## config.mk

```make
export PLATFORM = sky130hd
export DESIGN_NAME = bcd_score_accumulator
export DESIGN_NICKNAME = d
export VERILOG_FILES = /design/src/rtl/core/bsa_pkg.sv /design/src/rtl/core/bsa_digit_cell.sv /design/src/rtl/core/bsa_bcd_adder.sv /design/src/rtl/core/bcd_score_accumulator.sv
export SDC_FILE = /design/constraint.sdc
export NUM_CORES = 1
export LEC_CHECK = 0
export BUFFER_PORTS_ARGS = -buffer_cell sky130_fd_sc_hd__buf_2
export CORE_MARGIN = 1.5
export CORE_UTILIZATION = 60
export DETAILED_ROUTE_END_ITERATION = 7
export PLACE_DENSITY = 0.8
export REMOVE_ABC_BUFFERS = 1
export SETUP_SLACK_MARGIN = 0.05
export SYNTH_ARGS = -nofsm -noshare
export SYNTH_HDL_FRONTEND = slang
export SYNTH_SLANG_ARGS = --single-unit
export TNS_END_PERCENT = 30
```

## constraint.sdc

```tcl
create_clock -name clk -period 8.2 [get_ports clk]
set_clock_uncertainty 0.1 [all_clocks]
set_input_delay 1.64 -clock clk [delete_from_list [all_inputs] [get_ports clk]]
set_output_delay 1.64 -clock clk [all_outputs]
set_load 0.01 [all_outputs]
```

## src/rtl/core/bsa_pkg.sv

```systemverilog
`default_nettype none

package bsa_pkg;

    localparam int VALUE_W  = 32;
    localparam int DIGIT_W  = 4;
    localparam int BCD_W    = 24;
    localparam int BIN_W    = 20;
    localparam int DEC_BASE = 10;
    localparam int DABBLE_LIMIT = 5;
    localparam int DABBLE_ADJ   = 3;

    // what one digit cell does on the next edge
    typedef enum logic [1:0] {
        CELL_HOLD,
        CELL_CLEAR,
        CELL_DABBLE,
        CELL_SHIFT
    } cell_op_t;

endpackage

`default_nettype wire

```

## src/rtl/core/bsa_digit_cell.sv

```systemverilog
`default_nettype none

module bsa_digit_cell (
    input  wire logic                          clk,
    input  wire logic                          rst_n,
    input  wire bsa_pkg::cell_op_t             op,
    input  wire logic                          cin,
    input  wire logic [bsa_pkg::DIGIT_W-1:0]   din,
    output logic      [bsa_pkg::DIGIT_W-1:0]   digit,
    output logic                               cout
);

    logic [bsa_pkg::DIGIT_W-1:0] digit_reg;
    logic [bsa_pkg::DIGIT_W-1:0] digit_next;
    logic [bsa_pkg::DIGIT_W-1:0] adj;

    // add-3 correction so that the doubling carries in decimal
    always_comb
    begin
        if (digit_reg >= bsa_pkg::DIGIT_W'(bsa_pkg::DABBLE_LIMIT))
        begin
            adj = digit_reg + bsa_pkg::DIGIT_W'(bsa_pkg::DABBLE_ADJ);
        end
        else
        begin
            adj = digit_reg;
        end
    end

    always_comb
    begin
        case (op)
            bsa_pkg::CELL_CLEAR:  digit_next = '0;
            bsa_pkg::CELL_DABBLE: digit_next = {adj[bsa_pkg::DIGIT_W-2:0], cin};
            bsa_pkg::CELL_SHIFT:  digit_next = din;
            default:              digit_next = digit_reg;
        endcase
    end

    always_ff @(posedge clk or negedge rst_n)
    begin
        if (!rst_n)
        begin
            digit_reg <= '0;
        end
        else
        begin
            digit_reg <= digit_next;
        end
    end

    assign digit = digit_reg;
    assign cout  = adj[bsa_pkg::DIGIT_W-1];

endmodule

`default_nettype wire

```

## src/rtl/core/bsa_bcd_adder.sv

```systemverilog
`default_nettype none

module bsa_bcd_adder (
    input  wire logic [bsa_pkg::DIGIT_W-1:0] a,
    input  wire logic [bsa_pkg::DIGIT_W-1:0] b,
    input  wire logic                        cin,
    input  wire logic                        load,
    output logic      [bsa_pkg::DIGIT_W-1:0] sum,
    output logic                             cout
);

    logic [bsa_pkg::DIGIT_W:0] raw;
    logic [bsa_pkg::DIGIT_W:0] wrapped;
    logic                      ge;

    assign raw     = {1'b0, a} + {1'b0, b} + {{bsa_pkg::DIGIT_W{1'b0}}, cin};
    assign ge      = raw >= (bsa_pkg::DIGIT_W + 1)'(bsa_pkg::DEC_BASE);
    assign wrapped = raw - (bsa_pkg::DIGIT_W + 1)'(bsa_pkg::DEC_BASE);

    always_comb
    begin
        if (load)
        begin
            sum = b;
        end
        else if (ge)
        begin
            sum = wrapped[bsa_pkg::DIGIT_W-1:0];
        end
        else
        begin
            sum = raw[bsa_pkg::DIGIT_W-1:0];
        end
    end

    assign cout = ge & ~load;

endmodule

`default_nettype wire

```

## src/rtl/core/bcd_score_accumulator.sv

```systemverilog
`default_nettype none

// Six-digit (NUM_DIGITS) packed BCD running total. Each input word carries a 32-bit
// binary value in tdata and a command in tuser (0 adds, 1 loads); only the value's low
// NUM_DIGITS decimal digits count, and an add wraps past the top digit. Every input word
// yields one output word with the new total in packed BCD and in binary. An item goes
// through an accept step, 32 double-dabble steps through the operand digit cells, one
// digit-add step per digit as both cell rows shift past a single BCD adder and a hand-off
// step to the output register. The hand-off waits for as long as the previous output word
// is still unaccepted. The input is taken again while a finished word still waits at the
// output.
module bcd_score_accumulator #(
    parameter int NUM_DIGITS = 6
) (
    input  wire logic        clk,
    input  wire logic        rst_n,
    input  wire logic        s_axis_tvalid,
    output logic             s_axis_tready,
    input  wire logic [31:0] s_axis_tdata,  // value
    input  wire logic        s_axis_tuser,  // cmd
    output logic             m_axis_tvalid,
    input  wire logic        m_axis_tready,
    output logic      [47:0] m_axis_tdata   // total_bcd, total_binary, zero pad
);

    localparam int DW    = bsa_pkg::DIGIT_W;
    localparam int TOT_W = DW * NUM_DIGITS;
    localparam int CNT_W = $clog2(bsa_pkg::VALUE_W);
    localparam int PAD_W = 48 - bsa_pkg::BCD_W - bsa_pkg::BIN_W;

    typedef enum logic [1:0] {
        ST_IDLE,
        ST_CONV,
        ST_ADD,
        ST_DONE
    } state_t;

    state_t                        state_reg;
    logic [CNT_W-1:0]              cnt_reg;
    logic [bsa_pkg::VALUE_W-1:0]   value_reg;
    logic                          cmd_reg;
    logic                          carry_reg;
    logic [bsa_pkg::BIN_W-1:0]     bin_reg;
    logic [bsa_pkg::BIN_W-1:0]     weight_reg;
    logic                          m_valid_reg;
    logic [47:0]                   m_data_reg;

    bsa_pkg::cell_op_t             opd_op;
    bsa_pkg::cell_op_t             tot_op;
    logic [DW-1:0]                 opd_digit [NUM_DIGITS];
    logic [DW-1:0]                 tot_digit [NUM_DIGITS];
    logic                          opd_carry [NUM_DIGITS];
    logic                          tot_carry [NUM_DIGITS];
    logic [TOT_W-1:0]              tot_vec;
    logic [bsa_pkg::BCD_W-1:0]     tot_bcd;
    logic [DW-1:0]                 sum_digit;
    logic                          sum_carry;
    logic [bsa_pkg::BIN_W+DW-1:0]  prod;
    logic                          in_fire;
    logic                          out_free;

    assign in_fire  = s_axis_tvalid && s_axis_tready;
    assign out_free = !m_valid_reg || m_axis_tready;

    always_comb
    begin
        case (state_reg)
            ST_IDLE: opd_op = in_fire ? bsa_pkg::CELL_CLEAR : bsa_pkg::CELL_HOLD;
            ST_CONV: opd_op = bsa_pkg::CELL_DABBLE;
            ST_ADD:  opd_op = bsa_pkg::CELL_SHIFT;
            default: opd_op = bsa_pkg::CELL_HOLD;
        endcase
    end

    assign tot_op = (state_reg == ST_ADD) ? bsa_pkg::CELL_SHIFT : bsa_pkg::CELL_HOLD;

    // operand row: double dabble while converting, shift toward digit 0 while adding
    // total row: shifts toward digit 0, new sum digits enter at the top
    for (genvar i = 0; i < NUM_DIGITS; i++)
    begin : g_cell
        logic          opd_cin;
        logic [DW-1:0] opd_din;
        logic [DW-1:0] tot_din;

        if (i == 0)
        begin : g_low
            assign opd_cin = value_reg[bsa_pkg::VALUE_W-1];
        end
        else
        begin : g_mid
            assign opd_cin = opd_carry[i-1];
        end

        if (i == NUM_DIGITS - 1)
        begin : g_top
            assign opd_din = '0;
            assign tot_din = sum_digit;
        end
        else
        begin : g_rest
            assign opd_din = opd_digit[i+1];
            assign tot_din = tot_digit[i+1];
        end

        bsa_digit_cell u_opd (
            .clk   (clk),
            .rst_n (rst_n),
            .op    (opd_op),
            .cin   (opd_cin),
            .din   (opd_din),
            .digit (opd_digit[i]),
            .cout  (opd_carry[i])
        );

        bsa_digit_cell u_tot (
            .clk   (clk),
            .rst_n (rst_n),
            .op    (tot_op),
            .cin   (1'b0),
            .din   (tot_din),
            .digit (tot_digit[i]),
            .cout  (tot_carry[i])
        );

        assign tot_vec[i*DW +: DW] = tot_digit[i];
    end

    if (TOT_W >= bsa_pkg::BCD_W)
    begin : g_bcd_trunc
        assign tot_bcd = tot_vec[bsa_pkg::BCD_W-1:0];
    end
    else
    begin : g_bcd_ext
        assign tot_bcd = {{(bsa_pkg::BCD_W - TOT_W){1'b0}}, tot_vec};
    end

    bsa_bcd_adder u_adder (
        .a    (tot_digit[0]),
        .b    (opd_digit[0]),
        .cin  (carry_reg),
        .load (cmd_reg),
        .sum  (sum_digit),
        .cout (sum_carry)
    );

    assign prod = {{bsa_pkg::BIN_W{1'b0}}, sum_digit} * {{DW{1'b0}}, weight_reg};

    always_ff @(posedge clk or negedge rst_n)
    begin
        if (!rst_n)
        begin
            state_reg   <= ST_IDLE;
            cnt_reg     <= '0;
            value_reg   <= '0;
            cmd_reg     <= 1'b0;
            bin_reg     <= '0;
            weight_reg  <= '0;
            m_data_reg  <= '0;
            m_valid_reg <= 1'b0;
            carry_reg   <= 1'b0;
        end
        else
        begin
            // a word leaving while ST_DONE hands off is replaced there
            if (m_valid_reg && m_axis_tready && (state_reg != ST_DONE))
            begin
                m_valid_reg <= 1'b0;
            end
            case (state_reg)
                ST_IDLE:
                begin
                    if (in_fire)
                    begin
                        value_reg <= s_axis_tdata;
                        cmd_reg   <= s_axis_tuser;
                        cnt_reg   <= '0;
                        state_reg <= ST_CONV;
                    end
                end
                ST_CONV:
                begin
                    value_reg <= {value_reg[bsa_pkg::VALUE_W-2:0], 1'b0};
                    if (cnt_reg == CNT_W'(bsa_pkg::VALUE_W - 1))
                    begin
                        cnt_reg    <= '0;
                        carry_reg  <= 1'b0;
                        bin_reg    <= '0;
                        weight_reg <= bsa_pkg::BIN_W'(1);
                        state_reg  <= ST_ADD;
                    end
                    else
                    begin
                        cnt_reg <= cnt_reg + CNT_W'(1);
                    end
                end
                ST_ADD:
                begin
                    carry_reg  <= sum_carry;
                    bin_reg    <= bin_reg + prod[bsa_pkg::BIN_W-1:0];
                    // weight times ten, wrapping with the binary field
                    weight_reg <= (weight_reg << 3) + (weight_reg << 1);
                    if (cnt_reg == CNT_W'(NUM_DIGITS - 1))
                    begin
                        state_reg <= ST_DONE;
                    end
                    else
                    begin
                        cnt_reg <= cnt_reg + CNT_W'(1);
                    end
                end
                ST_DONE:
                begin
                    if (out_free)
                    begin
                        m_data_reg  <= {{PAD_W{1'b0}}, bin_reg, tot_bcd};
                        m_valid_reg <= 1'b1;
                        state_reg   <= ST_IDLE;
                    end
                end
                default:
                begin
                    state_reg <= ST_IDLE;
                end
            endcase
        end
    end

    assign s_axis_tready = (state_reg == ST_IDLE);
    assign m_axis_tvalid = m_valid_reg;
    assign m_axis_tdata  = m_data_reg;

    function automatic logic bcd_ok(input logic [bsa_pkg::BCD_W-1:0] v);
        logic ok;
        ok = 1'b1;
        for (int k = 0; k < bsa_pkg::BCD_W / DW; k++)
        begin
            if (v[k*DW +: DW] >= DW'(bsa_pkg::DEC_BASE))
            begin
                ok = 1'b0;
            end
        end
        return ok;
    endfunction

    a_one_item_at_a_time: assert property (@(posedge clk) disable iff (!rst_n)
        in_fire |=> !s_axis_tready)
        else $error("input taken while an item is still being worked");

    a_out_digits_valid: assert property (@(posedge clk) disable iff (!rst_n)
        m_axis_tvalid |-> bcd_ok(m_axis_tdata[bsa_pkg::BCD_W-1:0]))
        else $error("output total holds a non-decimal digit");

    a_out_binary_range: assert property (@(posedge clk) disable iff (!rst_n)
        (m_axis_tvalid && NUM_DIGITS == 6) |->
            (m_axis_tdata[bsa_pkg::BCD_W +: bsa_pkg::BIN_W] <= bsa_pkg::BIN_W'(999999)))
        else $error("binary total out of range");

    a_no_result_overwrite: assert property (@(posedge clk) disable iff (!rst_n)
        (m_axis_tvalid && !m_axis_tready) |=> (m_axis_tvalid && $stable(m_axis_tdata)))
        else $error("pending output word overwritten");

endmodule

`default_nettype wire

```

# After elaboration in Yosys (flattened, before gate mapping)
# Index checks and enable logic that the tools add are counted.
dict set report word_totals {
  regBits 174
  in_bits 37
  out_inout_bits 50
  word_cells 140
}
dict set report classes {
  addsub 18
  n_mul 1
  magnitude_cmp 13
  n_eq_ne 17
  mux 49
  bitwise 2
  n_reduce_logical 19
}
# op count
set op_table {}
lappend op_table {{case mux 4 bit (3 select lines)} 11}
lappend op_table {{case mux 20 bit (2 select lines)} 2}
lappend op_table {{case mux 32 bit (2 select lines)} 1}
lappend op_table {{greater-or-equal comparator 4 x 3 -> 1 bit (second input constant)} 12}
lappend op_table {{adder 20 bit} 2}
lappend op_table {{2-to-1 mux 20 bit} 2}
lappend op_table {{2-to-1 mux 32 bit} 1}
lappend op_table {{2-to-1 mux 4 bit} 7}
lappend op_table {{adder 3 x 2 -> 3 bit (second input constant)} 7}
lappend op_table {{2-to-1 mux 3 bit} 7}
lappend op_table {{adder 4 x 2 -> 4 bit (second input constant)} 5}
lappend op_table {{multiplier 4 x 20 -> 20 bit} 1}
lappend op_table {{2-to-1 mux 5 bit} 3}
lappend op_table {{case mux 5 bit (3 select lines)} 1}
lappend op_table {{equality test 2 bit (second input constant)} 6}
lappend op_table {{2-to-1 mux 2 bit} 5}
lappend op_table {{nonzero test 3 bit} 3}
lappend op_table {{inequality test 2 bit (second input constant)} 4}
lappend op_table {{case mux 2 bit (4 select lines)} 1}
lappend op_table {{case mux 4 bit (2 select lines)} 1}
lappend op_table {{AND reduction 2 bit} 4}
lappend op_table {{equality test 2 x 1 -> 1 bit (second input constant)} 3}
lappend op_table {{case mux 2 bit (3 select lines)} 1}
lappend op_table {{nonzero test 2 bit} 3}
lappend op_table {{19 further kinds} 26}

# Longest topological paths before layout
# Gate-level depths: netlist of run 1.
dict set report depth {
  depth_word 8
  mapped_depth 28
  depth_no_buf 26
}

# Modules after synthesis
# Synthesis of run 1 repeated with hierarchy kept, for this count alone.
dict set report unflattened {
  cells_unflattened 1321
  hier_area_um2 12391.9
}
# module n_inst cells_per_inst area_each_um2 seq_area_each_um2
set modules_own_cells {}
lappend modules_own_cells {bcd_score_accumulator 1 879 8511.9 3153.0}
lappend modules_own_cells {bsa_digit_cell 12 32 287.8 100.1}
lappend modules_own_cells {bsa_bcd_adder 1 58 426.7 0.0}

# Worst setup path after synthesis of run 1
# OpenSTA, ideal clock, no wires.
dict set report synth_timing {
  kind {reg-to-reg}
  startpoint {register g_cell[0].u_opd.digit_reg, in the netlist g_cell[0].u_opd.digit[0]}
  endpoint {register bin_reg[18] (netlist name)}
  setup_ns 0.122
  t_arrival_ns 6.309
  t_required_ns 7.978
  slack_ns 1.670
  stages_incl_launch_ff 25
  path_buffers 1
  period_less_slack_ns 6.530
  cell_sequence {dfrtp_1 fa_1 fa_1 xnor2_1 ha_1 inv_1 a31oi_1 o31ai_2 mux2_4 o21ai_4 clkbuf_1 nand2_1 fa_1 fa_1 fa_1 inv_1 ha_1 a21oi_2 o211ai_1 a311oi_2 nand4_1 a31oi_1 a21oi_1 or3_1 a32o_1}
}
dict set report synth_between {
  elab_chain_cells 8
  word_cells_on_any_way 9
  cone_classes {4 x add/sub; 1 x mul; 1 x order compare; 3 x mux}
}
# element line_no
set synth_lines {}
lappend synth_lines {{start: declaration} bsa_digit_cell.sv:13} ;# logic [bsa_pkg::DIGIT_W-1:0] digit_reg;
lappend synth_lines {{start signal: assignment} bsa_digit_cell.sv:48} ;# digit_reg <= digit_next;
lappend synth_lines {{adder 4 x 4 -> 5 bit} bsa_bcd_adder.sv:16} ;# assign raw = {1'b0, a} + {1'b0, b} + {{bsa_pkg::DIGIT_W{1'b0}}, cin};
lappend synth_lines {{adder 5 x 1 -> 5 bit} bsa_bcd_adder.sv:16}
lappend synth_lines {{subtractor 4 bit or greater-or-equal comparator 5 x 4 -> 1 bit (tied branches)} {bsa_bcd_adder.sv:18, bsa_bcd_adder.sv:17}}
lappend synth_lines {{2-to-1 mux 4 bit} bsa_bcd_adder.sv:26} ;# else if (ge)
lappend synth_lines {{2-to-1 mux 4 bit (*)} bsa_bcd_adder.sv:22} ;# if (load)
lappend synth_lines {{multiplier 4 x 20 -> 20 bit (*)} bcd_score_accumulator.sv:146} ;# assign prod = {{bsa_pkg::BIN_W{1'b0}}, sum_digit} * {{DW{1'b0}}, weight_reg};
lappend synth_lines {{adder 20 bit (*)} bcd_score_accumulator.sv:199} ;# bin_reg <= bin_reg + prod[bsa_pkg::BIN_W-1:0];
lappend synth_lines {{case mux 20 bit (2 select lines) (*)} bcd_score_accumulator.sv:169} ;# case (state_reg)
lappend synth_lines {{end signal: assignment} bcd_score_accumulator.sv:199}
lappend synth_lines {{end: declaration} bcd_score_accumulator.sv:43} ;# logic [bsa_pkg::BIN_W-1:0] bin_reg;
# Mark *: on every way between the ends. The rest lies on a longest branch, timed or not.
# A chain may end at the register's enable or synchronous reset.

# Final worst setup path of run 1
# Same ends and word-level chain as after synthesis.

==> results of run 1 <==
## power by group
part | leakage [nW] | switching (mW) | internal, mW
combinational | 3.48 | 0.683 | 0.408
clock | 0.276 | 0.364 | 0.432
sequential | 2.34 | 0.138 | 1.05
total | 6.09 | 1.18 | 1.89
## synth_stat cells, types with 19 or more instances
| cell | number | area (µm²) |
|---|---|---|
| ha_1 | 62 | 776 |
| nor2b_1 | 24 | 150 |
| a21oi_1 | 29 | 145 |
| a22oi_1 | 19 | 143 |
| o21ai_0 | 136 | 681 |
| inv_1 | 115 | 432 |
| dfrtp_1 | 174 | 4350 |
| mux2i_1 | 38 | 380 |
| mux2_2 | 51 | 574 |
| nand2_1 | 150 | 563 |
| clkbuf_1 | 36 | 135 |
| and2_1 | 44 | 275 |
| xnor2_1 | 26 | 228 |
| fa_1 | 53 | 1060 |
| nor2_1 | 31 | 116 |
## worst paths after layout
check | endpoint | cells past startpoint | start | slack, ps
max in group asynchronous | g_cell[5].u_tot.digit[2]$_DFFE_PN0P_ | 2 | rst_n | 5730
min in group asynchronous | m_axis_tdata[37]$_DFFE_PN0P_ | 1 | rst_n | 1070
setup reg to reg | bin_reg[18]$_DFFE_PN0P_ | 24 | g_cell[0].u_opd.digit[0]$_DFFE_PN0P_ | 960
setup / recovery | bin_reg[18]$_DFFE_PN0P_ | 24 | g_cell[0].u_opd.digit[0]$_DFFE_PN0P_ | 960
hold / removal | m_axis_tdata[34]$_DFFE_PN0P_ | 2 | m_axis_tdata[34]$_DFFE_PN0P_ | 380
hold reg to reg | m_axis_tdata[34]$_DFFE_PN0P_ | 2 | m_axis_tdata[34]$_DFFE_PN0P_ | 380
## layout make-up
type | count | area [µm²]
multi-input cells | 802 | 6210
fillers | 1408 | 5740
flip-flops and latches | 174 | 4350
repair buffers | 93 | 499
clock buffers | 18 | 439
inverters | 115 | 432
well taps | 229 | 287
clock inverters | 13 | 131
## layer usage
layer / GRT usage (%) / part of all wire [%]
met5: 0 / 0
met4: 8.96 / 2.0
met3: 3.58 / 3.3
met2: 42.1 / 50
met1: 33.9 / 45
## kinds of logic (layout without fill, tap and decap cells)
kind of cell	Yosys count	after routing	synth area share [%]
simple gates	301	301	12.9
compound gates	247	247	13.5
flops	174	174	39.1
buf+inv	160	239	5.53
fa+ha+maj	115	115	16.5
mux	90	90	8.71
xor+xnor	45	45	3.73
other cells	1	4	0.0337
## worst reg2reg max path, delay by kind of cell (launching register included)
kind	cells	cell delay (ps)
AOI/OAI and AO/OA	7	1780
xor gates and xnor gates	1	180
adders and majority gates	7	2970
buffers and inverters	3	190
DFF	1	470
muxes	1	350
and+or+nand+nor	5	1080
==> metrics.md, run 1 <==
| Metric | Value |
|---|---|
| Max FFs per register | `44` |
| Routed vias/inst | `5.61` |
| Critical Path Source Type | `register` |
| Non-filler instance count after layout | `1,444` |
| Skew-Pair Late Insertion Delay | `440 ps` |
| Routed wire length | `23,100 µm` |
| Setup violators final | `0` |
| Critical path type | `register to register` |
| Highest clock rate | `138 MHz` |
| Post-synth EDFFs | `0` |
| Slew @ Worst Pin | `1140 ps` |
| DRC viols | `13` |
| Fin util | `68.3%` |
| GP Congestion | `0.885` |
| H-tree levels | `4` |
| Total CTS buffers | `17` |
| Crit path capture type | `register` |
| Die Height | `139 µm` |
| WHS | `375 ps` |
| Initial antenna violation count | `0` |
| Min Tclk post-route | `7240 ps` |
| Most frequent CP cell | `fa_1` |
| Status | `complete, but fails checks` |
| TritonRoute pass-1 iters | `7` |
| # clock sinks | `174` |
| Initial Util | `61.6%` |
| I/O Buffers | `82` |
| Final-report hold violation count | `0` |
| Final global-route overflow total | `0` |
| Reg clk slew, reported paths | `70 ps` |
| Asr flop ratio synth | `100%` |
| Io pins | `87` |
| RSZ-0062 raised after global routing | `no` |
| PostCTS Resize Cnt | `0` |
| CTS tree | `yes` |
| Count of different cell masters after synthesis | `59` |
| Slack of the critical path | `959 ps` |
| Final count of pins violating max slew | `0` |
| Failing checks | `design-rule violations` |
| Critical-path cell list | `fa_1 -> fa_1 -> xnor2_1 -> ha_1 -> inv_1 -> a31oi_1 -> o31ai_2 -> mux2_4 -> o21ai_4 -> and2_2 -> fa_1 -> fa_1 -> inv_1 -> fa_1 -> inv_1 -> ha_1 -> nor3_1 -> nor2_1 -> a311oi_2 -> nand4_1 -> a31oi_1 -> a21oi_1 -> or3_1 -> a32o_1` |
| Max stage delay cell, worst path | `fa_1` |
| Overall Global Routing Usage | `25.2%` |
| Ant diodes | `0` |
| Setup TNS Final | `0 ps` |
| Mean post-synth cell area | `9.83 µm²` |
| Hold buffers post-CTS | `0` |
| Peak fanout along the critical path | `19` |
| Core Area | `18,100 µm²` |
| Die ar. | `19,400 µm²` |
| Period Utilization, post-route | `88.3%` |
| CP max stage delay | `560 ps` |
| Sequential-to-total area share from yosys stat | `39.1%` |
| Chip width | `139 µm` |
| Pwr Density | `249 nW/µm²` |
| HPWL Detailed | `16,200 µm` |
| Commonest non-fill, non-tap cells in the layout | `174 x dfrtp_1, 149 x nand2_1, 136 x o21ai_0` |
| Root buffer cell | `clkbuf_16` |
| DP Cell Count | `1,413` |
| Buffers and inverters on the worst path | `3` |
| Layout Nets | `1,355` |
| Dominant register cell in the synthesized netlist | `dfrtp_1` |
| Post-route cell area | `12,300 µm²` |
| Total chip power | `3.08 mW` |
| Cell Area, Placed | `11,800 µm²` |
| Maximum buffer depth of the clock tree | `2` |
| Crit path DAT | `7460 ps` |
| Avg WL per Cell | `16.0 µm` |
| Lkg Pwr | `6.09 nW` |
| Post-Place Setup Slack | `1040 ps` |
| VDD IR-drop max | `0.000173 V` |
| Commonest non-fill, non-tap cell in the layout | `dfrtp_1` |
| Yosys warning count | `0` |
| Layout cell share with drive strength beyond 1 | `16.7%` |
| Routed Antenna Nets | `0` |
| Rows | `49` |
| Slew Limit Headroom | `23.8%` |
| Min-delay worst type | `register to register` |
| Largest net degree at the start of global routing | `71` |
| Synth Cell Area | `11,100 µm²` |
| DRT iter0 DRCs | `607` |
| Vias in the first global route | `8,198` |
| Max cap viols | `0` |
| Register bit total from synthesis | `174` |
| Post-CTS setup buffer count | `0` |
| Global-route wire length before repair | `39,500 µm` |
| Area growth from synthesis to layout | `10.9%` |
| Mapped Cells | `1,133` |
| Delay-heaviest family, CP | `adder cells` |
| Via count | `8,108` |
| CP required | `8420 ps` |
(Power assumes the default switching activity.)
==> run 2, diff against run 1 <==
--- a/config.mk
+++ b/config.mk
@@ -6,6 +6,7 @@
 export NUM_CORES = 1
 export LEC_CHECK = 0
 export BUFFER_PORTS_ARGS = -buffer_cell sky130_fd_sc_hd__buf_2
+export CORE_ASPECT_RATIO = 1.25
 export CORE_MARGIN = 1.5
 export CORE_UTILIZATION = 60
 export DETAILED_ROUTE_END_ITERATION = 7
==> metrics.md, run 2 (synthesized netlist as in run 1, its figures left out) <==
| Metric | Value |
|---|---|
| Delay-heaviest family, CP | `adder cells` |
| CTS tree | `yes` |
| GP Congestion | `0.839 (-5.2%)` |
| Max FFs per register | `44 (unchanged)` |
| Fin util | `68.1% (-0.17 points)` |
| Crit path DAT | `7380 ps (-80 ps)` |
| Hold Crit Depth | `2 (unchanged)` |
| Min-delay worst type | `register to register` |
| R2R depth | `24 (unchanged)` |
| R2R Path Start | `g_cell[0].u_opd.digit[0]$_DFFE_PN0P_` |
| Period Utilization, post-route | `87.3% (-0.97 points)` |
| Die ar. | `19,400 µm² (about the same)` |
| I/O Buffers | `82 (unchanged)` |
| Routed vias/inst | `5.58 (-0.57%)` |
| Reg clk slew, reported paths | `70 ps (about the same)` |
| Layout Nets | `1,355 (unchanged)` |
| Die Height | `155 µm (+12%)` |
| Critical path endpoint | `bin_reg[18]$_DFFE_PN0P_` |
| Min Tclk post-route | `7160 ps (-79.4 ps)` |
| Post-route cell area | `12,400 µm² (+0.20%)` |
| Final global-route overflow total | `0 (unchanged)` |
| Rows | `55 (+12%)` |
| Skew-Pair Late Insertion Delay | `430 ps (about the same)` |
| Initial antenna violation count | `0 (unchanged)` |
| Number of fillers in the final layout | `1,418 (+0.71%)` |
| Maximum buffer depth of the clock tree | `2 (unchanged)` |
| Setup TNS Final | `0 ps (unchanged)` |
| Critical Path Source Type | `register` |
| Post-CTS setup buffer count | `0 (unchanged)` |
| Routed wire length | `22,300 µm (-3.5%)` |
| Max cap viols | `0 (unchanged)` |
| Commonest non-fill, non-tap cells in the layout | `174 x dfrtp_1, 149 x nand2_1, 136 x o21ai_0` |
| Crit path from | `g_cell[0].u_opd.digit[0]$_DFFE_PN0P_` |
| Met1 Track Usage GR | `29.5% (-4.4 points)` |
| PostCTS Resize Cnt | `0 (unchanged)` |
| Critical path type | `register to register` |
| Commonest non-fill, non-tap cell in the layout | `dfrtp_1` |
| Pwr Density | `249 nW/µm² (about the same)` |
| Most frequent CP cell | `fa_1` |
| R2R Setup Slk | `1040 ps (+80 ps)` |
| Met3 Use GR | `3.89% (+0.31 points)` |
| Slew Limit Headroom | `21.9% (-1.9 points)` |
| Hold buffers post-CTS | `0 (unchanged)` |
| CP max stage delay | `550 ps (about the same)` |
| DRT iter0 DRCs | `386 (-36%)` |
| Cell Area, Placed | `11,800 µm² (about the same)` |
| Global-route wire length before repair | `38,200 µm (-3.5%)` |
| # clock sinks | `174 (unchanged)` |
| Highest clock rate | `140 MHz (+1.1%)` |
| Final-report hold violation count | `0 (unchanged)` |
| Critical-path cell list | `fa_1 -> fa_1 -> xnor2_1 -> ha_1 -> inv_1 -> a31oi_1 -> o31ai_2 -> mux2_4 -> o21ai_4 -> and2_2 -> fa_1 -> fa_1 -> inv_1 -> fa_1 -> inv_1 -> ha_1 -> nor3_1 -> nor2_1 -> a311oi_2 -> nand4_1 -> a31oi_1 -> a21oi_1 -> or3_1 -> a32o_1` |
| Buffers and inverters on the worst path | `3 (unchanged)` |
| Via count | `8,062 (-0.57%)` |
| Overall Global Routing Usage | `24.0% (-1.2 points)` |
| Chip width | `125 µm (-10%)` |
| Layout cell share with drive strength beyond 1 | `16.7% (about the same)` |
| Peak fanout along the critical path | `19 (unchanged)` |
| Final count of pins violating max slew | `0 (unchanged)` |
| WHS | `373 ps (-1.92 ps)` |
| Io pins | `87 (unchanged)` |
| Non-filler instance count after layout | `1,444 (unchanged)` |
| H-tree levels | `4 (unchanged)` |
| Area growth from synthesis to layout | `11.1%` |
| TritonRoute pass-1 iters | `6 (-1)` |
| Worst reg2reg endpoint | `bin_reg[18]$_DFFE_PN0P_` |
| Slew @ Worst Pin | `1160 ps (+28.2 ps)` |
| Ant diodes | `0 (unchanged)` |
| CP required | `8420 ps (about the same)` |
| VDD IR-drop max | `0.000161 V (-6.6%)` |
| Total CTS buffers | `17 (unchanged)` |
| Root buffer cell | `clkbuf_16` |
| Met2 Use GR | `43.3% (+1.2 points)` |
| DRC viols | `0 (-13)` |
| Initial Util | `61.3% (-0.28 points)` |
| HPWL Detailed | `15,500 µm (-4.0%)` |
| Max stage delay cell, worst path | `fa_1` |
| Routed Antenna Nets | `0 (unchanged)` |
| Multi-input logic area | `6210 µm² (unchanged)` |
| RSZ-0062 raised after global routing | `no` |
| Lkg Pwr | `6.09 nW (about the same)` |
| Layer with the highest usage | `met2` |
| WP depth | `24 (unchanged)` |
| Status | `finished, final reports clean` |
| Setup violators final | `0 (unchanged)` |
| Avg WL per Cell | `15.5 µm (-3.5%)` |
| Crit path capture type | `register` |
| Sequential standard cell area | `4350 µm² (unchanged)` |
| Vias in the first global route | `8,158 (-0.49%)` |
| DP Cell Count | `1,412 (-0.071%)` |
| Core Area | `18,200 µm² (+0.45%)` |
| Largest net degree at the start of global routing | `74 (+4.2%)` |
==> run 2: power by group <==
| part | switching, mW | total, mW | internal, mW |
|---|---|---|---|
| Sequential | 0.136 | 1.19 | 1.05 |
| Clock | 0.364 | 0.828 | 0.464 |
| Combinational | 0.663 | 1.07 | 0.407 |
| Total | 1.16 | 3.09 | 1.92 |
==> run 2: layout make-up <==
class | instances | area share (%)
Multi-Input combinational cell | 802 | 50.2
Clock inverter | 13 | 1.24
Tap cell | 228 | 2.31
Timing Repair Buffer | 93 | 4.03
Inverter | 115 | 3.49
Sequential cell | 174 | 35.2
Clock buffer | 19 | 3.58
==> run 2: worst register-to-register path: cells and delay by family (launching register included) <==
kind                     cells  cell delay, ps
AO/OA/AOI/OAI                7            1780
XOR/XNOR                     1             180
adder cells (fa/ha/maj)      7            2920
buffers and inverters        3             190
flip-flops                   1             460
multiplexers                 1             350
AND/OR/NAND/NOR              5            1060
==> run 2: through the flow <==
step           power, mW  setup slack, ps
4_1_cts             3.12             1060
2_1_floorplan       1.92             1400
3_5_place_dp        2.28             1100
5_1_grt             3.29              700
3_3_place_gp        2.23             1300
6_report            3.09             1040
==> run 2: worst min path at each step <==
stage / start / endpoint / slack (ps)
floorplan: weight_reg[19]$_DFFE_PN0P_ / weight_reg[19]$_DFFE_PN0P_ / 340
global placement: m_axis_tdata[32]$_DFFE_PN0P_ / m_axis_tdata[32]$_DFFE_PN0P_ / 360
detailed placement: m_axis_tdata[38]$_DFFE_PN0P_ / m_axis_tdata[38]$_DFFE_PN0P_ / 370
CTS: m_axis_tdata[38]$_DFFE_PN0P_ / m_axis_tdata[38]$_DFFE_PN0P_ / 380
global route: value_reg[30]$_DFFE_PN0P_ / value_reg[30]$_DFFE_PN0P_ / 400
finish: m_axis_tdata[38]$_DFFE_PN0P_ / m_axis_tdata[38]$_DFFE_PN0P_ / 370
==> run 2: routing by layer <==
layer | vias to the layer above | part of all wire, %
li1 | 3915 | -
met1 | 3991 | 43
met2 | 125 | 52
met3 | 31 | 2.5
met4 | 0 | 1.8
met5 | - | 0
